$ cat src/rtl/mbrtu_pkg.sv
// Package for the Modbus RTU reply checker.
// Holds frame descriptor and config types, status and function codes, the CRC step.
// No dependencies.
package mbrtu_pkg;

	localparam logic [7:0]  FC_READ  = 8'h03;
	localparam logic [7:0]  FC_WRITE = 8'h10;
	localparam logic [15:0] CRC_INIT = 16'hFFFF;
	localparam logic [15:0] CRC_POLY = 16'hA001;

	localparam logic [2:0] ST_OK    = 3'd0;
	localparam logic [2:0] ST_ADDR  = 3'd1;
	localparam logic [2:0] ST_FUNC  = 3'd2;
	localparam logic [2:0] ST_COUNT = 3'd3;
	localparam logic [2:0] ST_CRC   = 3'd4;
	localparam logic [2:0] ST_LEN   = 3'd5;

	localparam logic [2:0] CFG_SLAVE_ADDRESS  = 3'd0;
	localparam logic [2:0] CFG_EXPECT_WRITE   = 3'd1;
	localparam logic [2:0] CFG_START_REGISTER = 3'd2;
	localparam logic [2:0] CFG_REGISTER_COUNT = 3'd3;
	localparam logic [2:0] CFG_READ_MASK      = 3'd4;

	typedef struct packed {
		logic [7:0] slave_address;
		logic       expect_write_reply;
		logic [5:0] start_register;
		logic [5:0] register_count;
	} cfg_t;

	typedef struct packed {
		logic [2:0] status;
		logic       good_read;
	} desc_t;

	function automatic logic [15:0] crc_feed(input logic [15:0] crc, input logic [7:0] b);
		logic [15:0] c;
		c = crc ^ {8'h00, b};
		for (int k = 0; k < 8; k++) begin
			if (c[0])
				c = (c >> 1) ^ CRC_POLY;
			else
				c = c >> 1;
		end
		return c;
	endfunction

endpackage

$ cat src/rtl/mbrtu_front.sv
// Front end: takes reply bytes, runs the checks and the CRC, fills the word buffer.
// Emits one frame descriptor per frame end. Depends on mbrtu_pkg.
module mbrtu_front import mbrtu_pkg::*; #(
	parameter int MAX_REGS  = 32,
	parameter int MAX_FRAME = 255,
	parameter int AW        = 5
) (
	input  logic          clk,
	input  logic          arst_n,
	input  logic          accept,
	input  logic [7:0]    data_byte,
	input  logic          frame_end,
	input  cfg_t          cfg,
	output logic          wr_en,
	output logic [AW-1:0] wr_addr,
	output logic [15:0]   wr_data,
	output logic          push,
	output desc_t         desc
);

	logic [15:0] crc_q;
	logic [7:0]  pos_q;
	logic [2:0]  err_q;
	logic [7:0]  held0_q;
	logic [7:0]  held1_q;
	logic [7:0]  whigh_q;

	logic        rd;
	logic        at_limit;
	logic [7:0]  fc_exp;
	logic [2:0]  err_now;
	logic [2:0]  err_nx;
	logic [7:0]  pos_nx;
	logic [15:0] crc_nx;
	logic [7:0]  off;
	logic [6:0]  w;
	logic        in_word;
	logic [2:0]  st;

	always_comb begin
		rd       = !cfg.expect_write_reply;
		fc_exp   = rd ? FC_READ : FC_WRITE;
		at_limit = pos_q >= 8'(MAX_FRAME);
		err_now  = ST_OK;
		if (at_limit)
			err_now = ST_LEN;
		else if (pos_q == 8'd0 && data_byte != cfg.slave_address)
			err_now = ST_ADDR;
		else if (pos_q == 8'd1 && data_byte != fc_exp)
			err_now = ST_FUNC;
		else if (rd && pos_q == 8'd2 &&
				({1'b0, cfg.register_count} > 7'(MAX_REGS) ||
				data_byte != {1'b0, cfg.register_count, 1'b0}))
			err_now = ST_COUNT;
		err_nx  = (err_q != ST_OK) ? err_q : err_now;
		pos_nx  = at_limit ? pos_q : pos_q + 8'd1;
		crc_nx  = (pos_q >= 8'd2) ? crc_feed(crc_q, held0_q) : crc_q;
		off     = pos_q - 8'd3;
		w       = off[7:1];
		in_word = rd && !at_limit && pos_q >= 8'd3 &&
			w < {1'b0, cfg.register_count} && w < 7'(MAX_REGS);
		wr_en   = accept && in_word && off[0];
		wr_addr = w[AW-1:0];
		wr_data = {whigh_q, data_byte};

		if (err_nx != ST_OK)
			st = err_nx;
		else if (rd ? ({1'b0, pos_nx} != 9'd5 + {2'b00, cfg.register_count, 1'b0})
				: (pos_nx < 8'd4))
			st = ST_LEN;
		else if (held1_q != crc_nx[7:0] || data_byte != crc_nx[15:8])
			st = ST_CRC;
		else
			st = ST_OK;
		push           = accept && frame_end;
		desc.status    = st;
		desc.good_read = (st == ST_OK) && rd;
	end

	always_ff @(posedge clk or negedge arst_n) begin
		if (!arst_n) begin
			crc_q   <= CRC_INIT;
			pos_q   <= '0;
			err_q   <= ST_OK;
			held0_q <= '0;
			held1_q <= '0;
			whigh_q <= '0;
		end else if (push) begin
			crc_q   <= CRC_INIT;
			pos_q   <= '0;
			err_q   <= ST_OK;
			held0_q <= '0;
			held1_q <= '0;
			whigh_q <= '0;
		end else if (accept) begin
			crc_q   <= crc_nx;
			pos_q   <= pos_nx;
			err_q   <= err_nx;
			held0_q <= held1_q;
			held1_q <= data_byte;
			if (in_word && !off[0])
				whigh_q <= data_byte;
		end
	end

endmodule

$ cat src/rtl/mbrtu_queue.sv
// Two-entry queue of frame descriptors between front and back end.
// Depends on mbrtu_pkg.
module mbrtu_queue import mbrtu_pkg::*; (
	input  logic  clk,
	input  logic  arst_n,
	input  logic  push,
	input  desc_t push_desc,
	input  logic  pop,
	output logic  not_empty,
	output logic  full,
	output desc_t head
);

	desc_t      mem_q [2];
	logic       wp_q;
	logic       rp_q;
	logic [1:0] cnt_q;

	assign not_empty = cnt_q != 2'd0;
	assign full      = cnt_q == 2'd2;
	assign head      = mem_q[rp_q];

	always_ff @(posedge clk) begin
		if (push)
			mem_q[wp_q] <= push_desc;
	end

	always_ff @(posedge clk or negedge arst_n) begin
		if (!arst_n) begin
			wp_q  <= 1'b0;
			rp_q  <= 1'b0;
			cnt_q <= 2'd0;
		end else begin
			if (push)
				wp_q <= !wp_q;
			if (pop)
				rp_q <= !rp_q;
			cnt_q <= cnt_q + {1'b0, push} - {1'b0, pop};
		end
	end

endmodule

$ cat src/rtl/mbrtu_back.sv
// Back end: holds the word buffer, drains enabled words of a good read reply,
// then sends the frame status beat. Depends on mbrtu_pkg.
module mbrtu_back import mbrtu_pkg::*; #(
	parameter int MAX_REGS  = 32,
	parameter int MASK_BITS = 64,
	parameter int AW        = 5
) (
	input  logic                 clk,
	input  logic                 arst_n,
	input  cfg_t                 cfg,
	input  logic [MASK_BITS-1:0] mask,
	input  logic                 wr_en,
	input  logic [AW-1:0]        wr_addr,
	input  logic [15:0]          wr_data,
	input  logic                 desc_valid,
	input  desc_t                desc,
	output logic                 pop,
	output logic                 hold_clr,
	output logic                 strobe,
	output logic                 item_kind,
	output logic [5:0]           reg_index,
	output logic [15:0]          reg_value,
	output logic [2:0]           status,
	output logic                 last
);

	localparam int CW = $clog2(MAX_REGS + 1);
	localparam int MW = (MASK_BITS > 1) ? $clog2(MASK_BITS) : 1;

	localparam logic [1:0] S_IDLE  = 2'd0;
	localparam logic [1:0] S_WORDS = 2'd1;
	localparam logic [1:0] S_FIN   = 2'd2;

	logic [15:0]   mem [MAX_REGS];
	logic [1:0]    state_q;
	desc_t         cur_q;
	logic [CW-1:0] kc_q;
	logic [CW-1:0] lim;
	logic [6:0]    idx;
	logic          en;
	logic          issue;
	logic          emit_st;

	logic          v_s1;
	logic          en_s1;
	logic [5:0]    idx_s1;
	logic [15:0]   rdata_s1;

	logic          strobe_q;
	logic          kind_q;
	logic [5:0]    index_q;
	logic [15:0]   value_q;
	logic [2:0]    status_q;
	logic          last_q;

	always_comb begin
		if ({1'b0, cfg.register_count} > 7'(MAX_REGS))
			lim = CW'(MAX_REGS);
		else
			lim = CW'(cfg.register_count);
		idx      = {1'b0, cfg.start_register} + 7'(kc_q);
		en       = (idx < 7'(MASK_BITS)) && mask[idx[MW-1:0]];
		issue    = state_q == S_WORDS;
		emit_st  = (state_q == S_FIN) && !v_s1;
		pop      = (state_q == S_IDLE) && desc_valid;
		hold_clr = emit_st && cur_q.good_read;
	end

	always_ff @(posedge clk) begin
		if (wr_en)
			mem[wr_addr] <= wr_data;
		if (issue)
			rdata_s1 <= mem[kc_q[AW-1:0]];
		idx_s1 <= idx[5:0];
		en_s1  <= en;
	end

	always_ff @(posedge clk or negedge arst_n) begin
		if (!arst_n) begin
			state_q <= S_IDLE;
			cur_q   <= '0;
			kc_q    <= '0;
			v_s1    <= 1'b0;
		end else begin
			v_s1 <= issue;
			unique case (state_q)
				S_IDLE: begin
					if (desc_valid) begin
						cur_q   <= desc;
						kc_q    <= '0;
						state_q <= (desc.good_read && lim != '0) ? S_WORDS : S_FIN;
					end
				end
				S_WORDS: begin
					kc_q <= kc_q + CW'(1);
					if (kc_q == lim - CW'(1))
						state_q <= S_FIN;
				end
				S_FIN: begin
					if (!v_s1)
						state_q <= S_IDLE;
				end
				default: state_q <= S_IDLE;
			endcase
		end
	end

	always_ff @(posedge clk or negedge arst_n) begin
		if (!arst_n)
			strobe_q <= 1'b0;
		else
			strobe_q <= (v_s1 && en_s1) || emit_st;
	end

	always_ff @(posedge clk) begin
		if (v_s1) begin
			kind_q   <= 1'b0;
			index_q  <= idx_s1;
			value_q  <= rdata_s1;
			status_q <= ST_OK;
			last_q   <= 1'b0;
		end else begin
			kind_q   <= 1'b1;
			index_q  <= '0;
			value_q  <= '0;
			status_q <= cur_q.status;
			last_q   <= 1'b1;
		end
	end

	assign strobe    = strobe_q;
	assign item_kind = kind_q;
	assign reg_index = index_q;
	assign reg_value = value_q;
	assign status    = status_q;
	assign last      = last_q;

endmodule

$ cat src/rtl/modbus_rtu_reply_checker_core.sv
// Top level of the Modbus RTU reply checker: config registers, front end, queue, back end.
// Depends on mbrtu_pkg, mbrtu_front, mbrtu_queue, mbrtu_back.
//
// channel   direction  handshake                 payload
// byte in   in         start && !busy            data_byte, frame_end
// result    out        strobe (one cycle)        item_kind, reg_index, reg_value, status, last
// config    in         cfg_valid && cfg_ready    cfg_index, cfg_data
//
// One byte per cycle is taken while busy is low; the checks and a CRC step run in that cycle.
// With the back end idle, the status beat of a frame passes the descriptor queue, the
// back-end state register and the output register after its last byte; for a good read
// reply the enabled word beats come first, one word read per cycle, then the status beat.
// busy stays high from the end of a good read reply until its status beat, and while
// the two-entry descriptor queue is full. Results cannot be stalled.
// Reset clears all control state at once; the word buffer needs no clearing.
module modbus_rtu_reply_checker_core import mbrtu_pkg::*; #(
	parameter int MAX_REGS  = 32,
	parameter int MASK_BITS = 64,
	parameter int MAX_FRAME = 255
) (
	input  logic        clk,
	input  logic        arst_n,
	input  logic        start,
	output logic        busy,
	input  logic [7:0]  data_byte,
	input  logic        frame_end,
	input  logic        cfg_valid,
	output logic        cfg_ready,
	input  logic [2:0]  cfg_index,
	input  logic [63:0] cfg_data,
	output logic        strobe,
	output logic        item_kind,
	output logic [5:0]  reg_index,
	output logic [15:0] reg_value,
	output logic [2:0]  status,
	output logic        last
);

	localparam int AW = (MAX_REGS > 1) ? $clog2(MAX_REGS) : 1;

	cfg_t                 cfg_q;
	logic [MASK_BITS-1:0] mask_q;
	logic                 hold_q;

	logic                 accept;
	logic                 wr_en;
	logic [AW-1:0]        wr_addr;
	logic [15:0]          wr_data;
	logic                 push;
	desc_t                push_desc;
	logic                 pop;
	logic                 q_valid;
	logic                 q_full;
	desc_t                q_head;
	logic                 hold_clr;

	assign cfg_ready = 1'b1;
	assign busy      = q_full || hold_q;
	assign accept    = start && !busy;

	always_ff @(posedge clk or negedge arst_n) begin
		if (!arst_n) begin
			cfg_q.slave_address      <= 8'd1;
			cfg_q.expect_write_reply <= 1'b0;
			cfg_q.start_register     <= '0;
			cfg_q.register_count     <= '0;
			mask_q                   <= '0;
		end else if (cfg_valid && cfg_ready) begin
			case (cfg_index)
				CFG_SLAVE_ADDRESS:  cfg_q.slave_address      <= cfg_data[7:0];
				CFG_EXPECT_WRITE:   cfg_q.expect_write_reply <= cfg_data[0];
				CFG_START_REGISTER: cfg_q.start_register     <= cfg_data[5:0];
				CFG_REGISTER_COUNT: cfg_q.register_count     <= cfg_data[5:0];
				CFG_READ_MASK:      mask_q                   <= cfg_data[MASK_BITS-1:0];
				default: ;
			endcase
		end
	end

	always_ff @(posedge clk or negedge arst_n) begin
		if (!arst_n)
			hold_q <= 1'b0;
		else if (push && push_desc.good_read)
			hold_q <= 1'b1;
		else if (hold_clr)
			hold_q <= 1'b0;
	end

	mbrtu_front #(
		.MAX_REGS (MAX_REGS),
		.MAX_FRAME(MAX_FRAME),
		.AW       (AW)
	) u_front (
		.clk      (clk),
		.arst_n   (arst_n),
		.accept   (accept),
		.data_byte(data_byte),
		.frame_end(frame_end),
		.cfg      (cfg_q),
		.wr_en    (wr_en),
		.wr_addr  (wr_addr),
		.wr_data  (wr_data),
		.push     (push),
		.desc     (push_desc)
	);

	mbrtu_queue u_queue (
		.clk      (clk),
		.arst_n   (arst_n),
		.push     (push),
		.push_desc(push_desc),
		.pop      (pop),
		.not_empty(q_valid),
		.full     (q_full),
		.head     (q_head)
	);

	mbrtu_back #(
		.MAX_REGS (MAX_REGS),
		.MASK_BITS(MASK_BITS),
		.AW       (AW)
	) u_back (
		.clk       (clk),
		.arst_n    (arst_n),
		.cfg       (cfg_q),
		.mask      (mask_q),
		.wr_en     (wr_en),
		.wr_addr   (wr_addr),
		.wr_data   (wr_data),
		.desc_valid(q_valid),
		.desc      (q_head),
		.pop       (pop),
		.hold_clr  (hold_clr),
		.strobe    (strobe),
		.item_kind (item_kind),
		.reg_index (reg_index),
		.reg_value (reg_value),
		.status    (status),
		.last      (last)
	);

endmodule

$ cat config.mk
export PLATFORM = sky130hd
export DESIGN_NAME = modbus_rtu_reply_checker_core
export DESIGN_NICKNAME = d
export VERILOG_FILES = /design/src/rtl/mbrtu_pkg.sv /design/src/rtl/mbrtu_front.sv /design/src/rtl/mbrtu_queue.sv /design/src/rtl/mbrtu_back.sv /design/src/rtl/modbus_rtu_reply_checker_core.sv
export SDC_FILE = /design/constraint.sdc
export NUM_CORES = 1
export LEC_CHECK = 0
export BUFFER_PORTS_ARGS = -buffer_cell sky130_fd_sc_hd__buf_2
export CAP_MARGIN = 10
export CORE_MARGIN = 2
export CORE_UTILIZATION = 35
export CTS_CLUSTER_SIZE = 28
export DETAILED_ROUTE_END_ITERATION = 16
export MAX_ROUTING_LAYER = met4
export SYNTH_ARGS = -nofsm -noshare
export SYNTH_HDL_FRONTEND = slang
export SYNTH_SLANG_ARGS = --single-unit
$ cat constraint.sdc
create_clock -name clk -period 8.7 [get_ports clk]
set_input_delay 0.87 -clock clk [delete_from_list [all_inputs] [get_ports clk]]
set_output_delay 0.87 -clock clk [all_outputs]
set_load 0.02 [all_outputs]
* After elaboration in Yosys (flattened, before gate mapping)
Memory sizes are Yosys's and may differ from the RTL's. A register that Yosys moved wholly into a read port is not among the register bits.
Cells that the tools add are included.
W data, S select, Z words.
** Operators by class
- Add/sub/neg operators :: 8
- Order comparisons :: 9
- Equal/unequal tests :: 19
- Muxes and demuxes :: 50
- Bitwise gates (word level) :: 9
- Reduce and logical (&&, ||, !) cells :: 53
** Operator list (number)
- $mux W16 :: 11
- $mux W8 :: 10
- $ne A8 B8 Y1 :: 4
- $not A2 Y3 :: 8
- $logic_and A1 B1 Y1 :: 21
- $mux W3 :: 7
- $ge A8 B2 Y1 const B :: 2
- $reduce_and A2 Y1 :: 8
- $xor A16 B8 Y16 :: 1
- $mux W2 :: 7
- $mux W6 :: 2
- $pmux W6 S2 :: 1
- $reduce_bool A2 Y1 :: 5
- $mux W1 :: 9
- $ne A8 B9 Y1 :: 1
- $add A3 B7 Y8 const A :: 1
- $add A8 B1 Y8 const B :: 1
- $eq A8 B1 Y1 const B :: 1
- $eq A8 B2 Y1 const B :: 1
- $ge A8 B8 Y1 const B :: 1
- $logic_not A8 Y1 :: 1
- $lt A8 B3 Y1 const B :: 1
- $ne A8 B7 Y1 :: 1
- $sub A8 B2 Y8 const B :: 1
- 28 further kinds :: 42
** Word-level totals
- Flip-flop bits (word level) :: 188
- RAM bits :: 520
- Bits of input ports :: 80
- Output and inout bits :: 30
- Logic and storage cells :: 177
- Memories :: 2
** Memory list
- u_back.mem :: words 32, bits a word 16, rd ports 1, clocked after memory_dff 1, wr ports 1, RTL line mbrtu_back.sv:34 : logic [15:0] mem [MAX_REGS];
- u_queue.mem_q :: words 2, bits a word 4, rd ports 1, clocked after memory_dff 0, wr ports 1, RTL line mbrtu_queue.sv:14 : desc_t mem_q [2];

* Longest topological paths before layout
- Depth in word-level cells :: 27
- Mapped depth :: 13
- Mapped depth without buffers :: 11

* Hierarchy
From an unflattened synthesis, not the netlist that was laid out.
** Second synthesis, totals
- Cell total of the unflattened synthesis :: 1693
- Area, all modules :: 30546.8 um^2
** Modules (own cells, without submodules)
- mbrtu_back :: instances 1, cells an instance 1030, area an instance 22521.6 um^2
- mbrtu_front :: instances 1, cells an instance 444, area an instance 4018.9 um^2
- modbus_rtu_reply_checker_core :: instances 1, cells an instance 192, area an instance 3522.1 um^2
- mbrtu_queue :: instances 1, cells an instance 27, area an instance 484.2 um^2

* Worst setup path after synthesis
OpenSTA, ideal clock, no wires.
- Path kind :: register -> register
- Start point :: register u_front.pos_q[1]
- End point :: memory u_back.mem[10][0], enable pin
- Setup time :: 0.430 ns
- Arrival time :: 4.050 ns
- Required time :: 8.270 ns
- Path slack :: 4.219 ns
- Cell stages (with the launch flop) :: 13
- Clock period less this slack :: 4.481 ns
- Cells stage by stage :: dfrtp_1 ha_1 clkbuf_1 xor2_1 inv_1 ha_1 a21o_1 a21o_1 a21o_1 a21oi_1 nor2_1 clkbuf_1 nor4_1
** On the way
- Cells in the longest elaborated chain, start to end :: 10
- Elaborated cells on any way between the ends :: 14
** Ends and longest elaborated chain
- start: declaration :: RTL line mbrtu_front.sv:22 : logic [7:0] pos_q;
- start signal: assignment :: RTL line mbrtu_front.sv:97 : pos_q <= pos_nx;
- parallel branches: the longest is 10 deep, another holds $sub A8 B2 Y8
- end: declaration :: RTL line mbrtu_back.sv:34
Several ways; the timed one is not identified.

* Worst setup path in the final report
- Start point :: register u_front.pos_q[0]
- End point :: memory u_back.mem[29][5], enable pin
The elaborated chain is that of the path after synthesis.

==> summary.md <==
| Metric | Value |
|---|---|
| Crit path cell chain | ha_1 -> xor2_1 -> inv_1 -> ha_1 -> a21o_1 -> a21o_1 -> a21o_1 -> a21oi_1 -> nor2_4 -> nor4_2 -> buf_4 |
| Unique cell type count in the Yosys netlist | 79 |
| FMAX | 0.221 GHz |
| Met1 track demand over resource | 0.213 |
| Area of the die | 0.0886 mm2 |
| Clk_skew | 0.0270 ns |
| Met2 GRT Util | 0.256 |
| Shortest period the worst path allows | 4.52 ns |
| RSZ-0062 raised after global routing | false |
| Share of the synthesized area in the top cell type | 0.534 |
| GRT Util Overall | 0.161 |
| Crit path max-delay family | simple AND/OR/NAND/NOR gates |
| DR vias | 15900 |
| R2r endpoint | u_back.mem[29][5]$_DFFE_PP_ |
| Hold Slack | 0.326 ns |
| Total buffers and inverters traversed by the critical path | 2 |
| Clock-pin transition on the worst setup and hold timing paths | 0.06 ns |
| Post-Syn Area | 0.0302 mm2 |
| Post-synthesis sequential area ratio | 0.685 |
| Share of layout cells above drive strength 1 | 0.333 |
| Post-synth top flop | edfxtp_1 |
| Syn. warnings | 0 |
| Setup TNS | 0 ns |
| Hold_buf cts | 0 |
| Crit. End Element | register |
| Chip height | 298 um |
| Post-CTS Setup Repair Bufs | 0 |
| Clk_lat worst skew | 0.63 ns |
| CTS Buf Count | 74 |
| Hold Vio Cnt, Final | 0 |
| First-pass GRT wire length | 105 mm |
| Max Cap Viol | 0 |
| Final period utilization | 0.520 |
| Starting DRT DRC Count | 1332 |
| Worst min path class | input pin to asynchronous set/reset pin |
| WL final | 69.4 mm |
| Fill count | 7572 |
| Cell Rows | 107 |
| Placeable core area | 0.0853 mm2 |
| Lkg Pwr | 0.0126 uW |
| Drt via density | 5.25 |
| Critical path launch point type | register |
| Kind of critical path | register to register |
| Max-slew violation count | 0 |
| # port buffers | 108 |
| Peak supply drop | 0.169 mV |
| Seq cells post-synth | 724 |
| Vias in the first global route | 16500 |
| GRT Residual Overflow | 0 |
| Reg-to-reg slack, setup | 4.18 ns |
| Synth top cells by count | edfxtp_1, mux4_2, dfrtp_1 |
| Max transition margin | 0.226 |
| Synth area leader | edfxtp_1 |
| GRT Max-Usage Layer | met2 |
| Syn nets | 1783 |
| Io pins | 110 |
| Largest cells by area after synthesis | edfxtp_1, mux4_2, dfrtp_1, mux2_2, dfxtp_1 |
| Share of flip-flops with an asynchronous set or reset | 0.214 |
| Final Core Density | 0.409 |
| HPWL after DPL | 41.7 mm |
| Crit-path slowest cell | nor4_2 |
| Nets | 1918 |
| Crit-path max cell delay | 0.95 ns |
| Drt drc | 0 |
| Largest net degree at the start of global routing | 108 |
| Worst setup path startpoint | u_front.pos_q[0]$_DFFE_PN0P_ |
| Die width | 298 um |
| Mapped Cells | 1681 |
| Crit path to | u_back.mem[29][5]$_DFFE_PP_ |
| WP depth | 11 |
| Drt wl/cell | 23.0 um |
| Root buf cell | clkbuf_16 |
| Final setup margin | 4.18 ns |
| Critical Path RT | 9.01 ns |
| H-tree depth | 3 |
| Initial Util | 0.354 |
| Drt first pass iters | 5 |
| Worst-Margin Slew | 1.16 ns |
| R2R depth | 11 |
| Crit Path Max Fanout | 32 |
| Most common cell in the netlist | edfxtp_1 |
| Initial antenna violation count | 2 |
| Synth Area per Inst | 17.9 um2 |
| Final ANT Viol Nets | 0 |
| Clk buf depth | 3 |
| Outcome | finished, final reports clean |
| Setup WS pre-CTS | 4.24 ns |
| Most frequent CP cell | a21o_1 |
| CTS tree | built |
| Final setup vio count | 0 |
| EDFF count, synth | 536 |
| # resized after CTS | 0 |
| Routability cong. | 0.842 |
| PD cells | 214 mW/mm2 |
| CP arrival | 4.83 ns |
| Critical R2R Launch | u_front.pos_q[0]$_DFFE_PN0P_ |
| Clock sinks | 724 |
| Grt met3 use | 0.0330 |
| Synth-to-Final Area Change | 15.6% |
## layout by cell type (no fill, tap or decap), types with 13 or more instances in the layout
cell,n
nor4_2,32
clkbuf_16,75
o22a_1,26
nand3_1,15
nand2_1,69
mux2_2,102
xor2_1,35
clkbuf_1,16
ha_1,21
and2_1,28
dfrtp_1,134
a21oi_1,34
mux2i_1,14
inv_1,27
nor2_1,58
edfxtp_1,536
xnor2_1,34
clkinv_1,13
dfstp_2,17
o21ai_0,27
dfxtp_1,33
clkinv_2,13
buf_4,49
mux4_2,181
buf_2,107
nand3b_1,14
## layout make-up
cell class,count,area (um2),area share
sequential,724,20700,0.592
multi-input combinational,827,9170,0.263
clock buffer,94,1980,0.0567
tap,1144,1430,0.0410
timing repair buffer,162,1040,0.0299
clock inverter,42,494,0.0142
inverter,27,101,0.00291
antenna,1,2.50,0.0000717
## power by group
part / switching [uW] / leakage, uW / internal, uW
combinational: 204 / 0.00377 / 215
clock: 1330 / 0.00120 / 1870
sequential: 69.5 / 0.00765 / 3790
total: 1600 / 0.0126 / 5870
## worst min path at each step
stage,start,to,cells past startpoint
global route,arst_n,mask_q[55]$_DFFE_PN0P_,1
finish,arst_n,mask_q[57]$_DFFE_PN0P_,1
floorplan,u_back.idx_s1[0]$_DFF_P_,u_back.reg_index[0]$_SDFF_PN0_,1
detailed placement,u_back.idx_s1[5]$_DFF_P_,u_back.reg_index[5]$_SDFF_PN0_,1
global placement,u_back.idx_s1[5]$_DFF_P_,u_back.reg_index[5]$_SDFF_PN0_,1
CTS,arst_n,mask_q[57]$_DFFE_PN0P_,1
## cell families after synthesis
| logic type | Yosys count | share of synthesized area |
|---|---|---|
| adder cells (fa/ha/maj) | 22 | 0.00937 |
| flip-flops | 724 | 0.685 |
| AO/OA/AOI/OAI | 150 | 0.0348 |
| multiplexers | 297 | 0.178 |
| buffers and inverters | 130 | 0.0186 |
| XOR/XNOR | 78 | 0.0264 |
| other | 1 | 0.000124 |
| AND/OR/NAND/NOR | 279 | 0.0481 |
## state kept, by name, summed over array words and instances, names as in the netlist, 16 cells and up
register	count
u_front.crc_q	16
u_back.mem	512
u_back.rdata_s1	16
cfg_q	21
mask_q	64
u_back.reg_value	16
## layer usage
metal  part of all wire  vias up
met4              0.020        0
met5                  0        -
met1               0.44     8318
met3              0.062      114
met2               0.48      508
li1                   -     6930
## through the flow
step / total power, uW / area [um2] / std cells
floorplan: 4200 / 30200 / 1681
global placement: 4340 / 32300 / 2880
detailed placement: 4350 / 32300 / 2880
CTS: 7560 / 34800 / 3016
global route: 7740 / 34900 / 3020
finish: 7470 / 34900 / 3021
No activity file was read; power rests on OpenSTA's default activity.
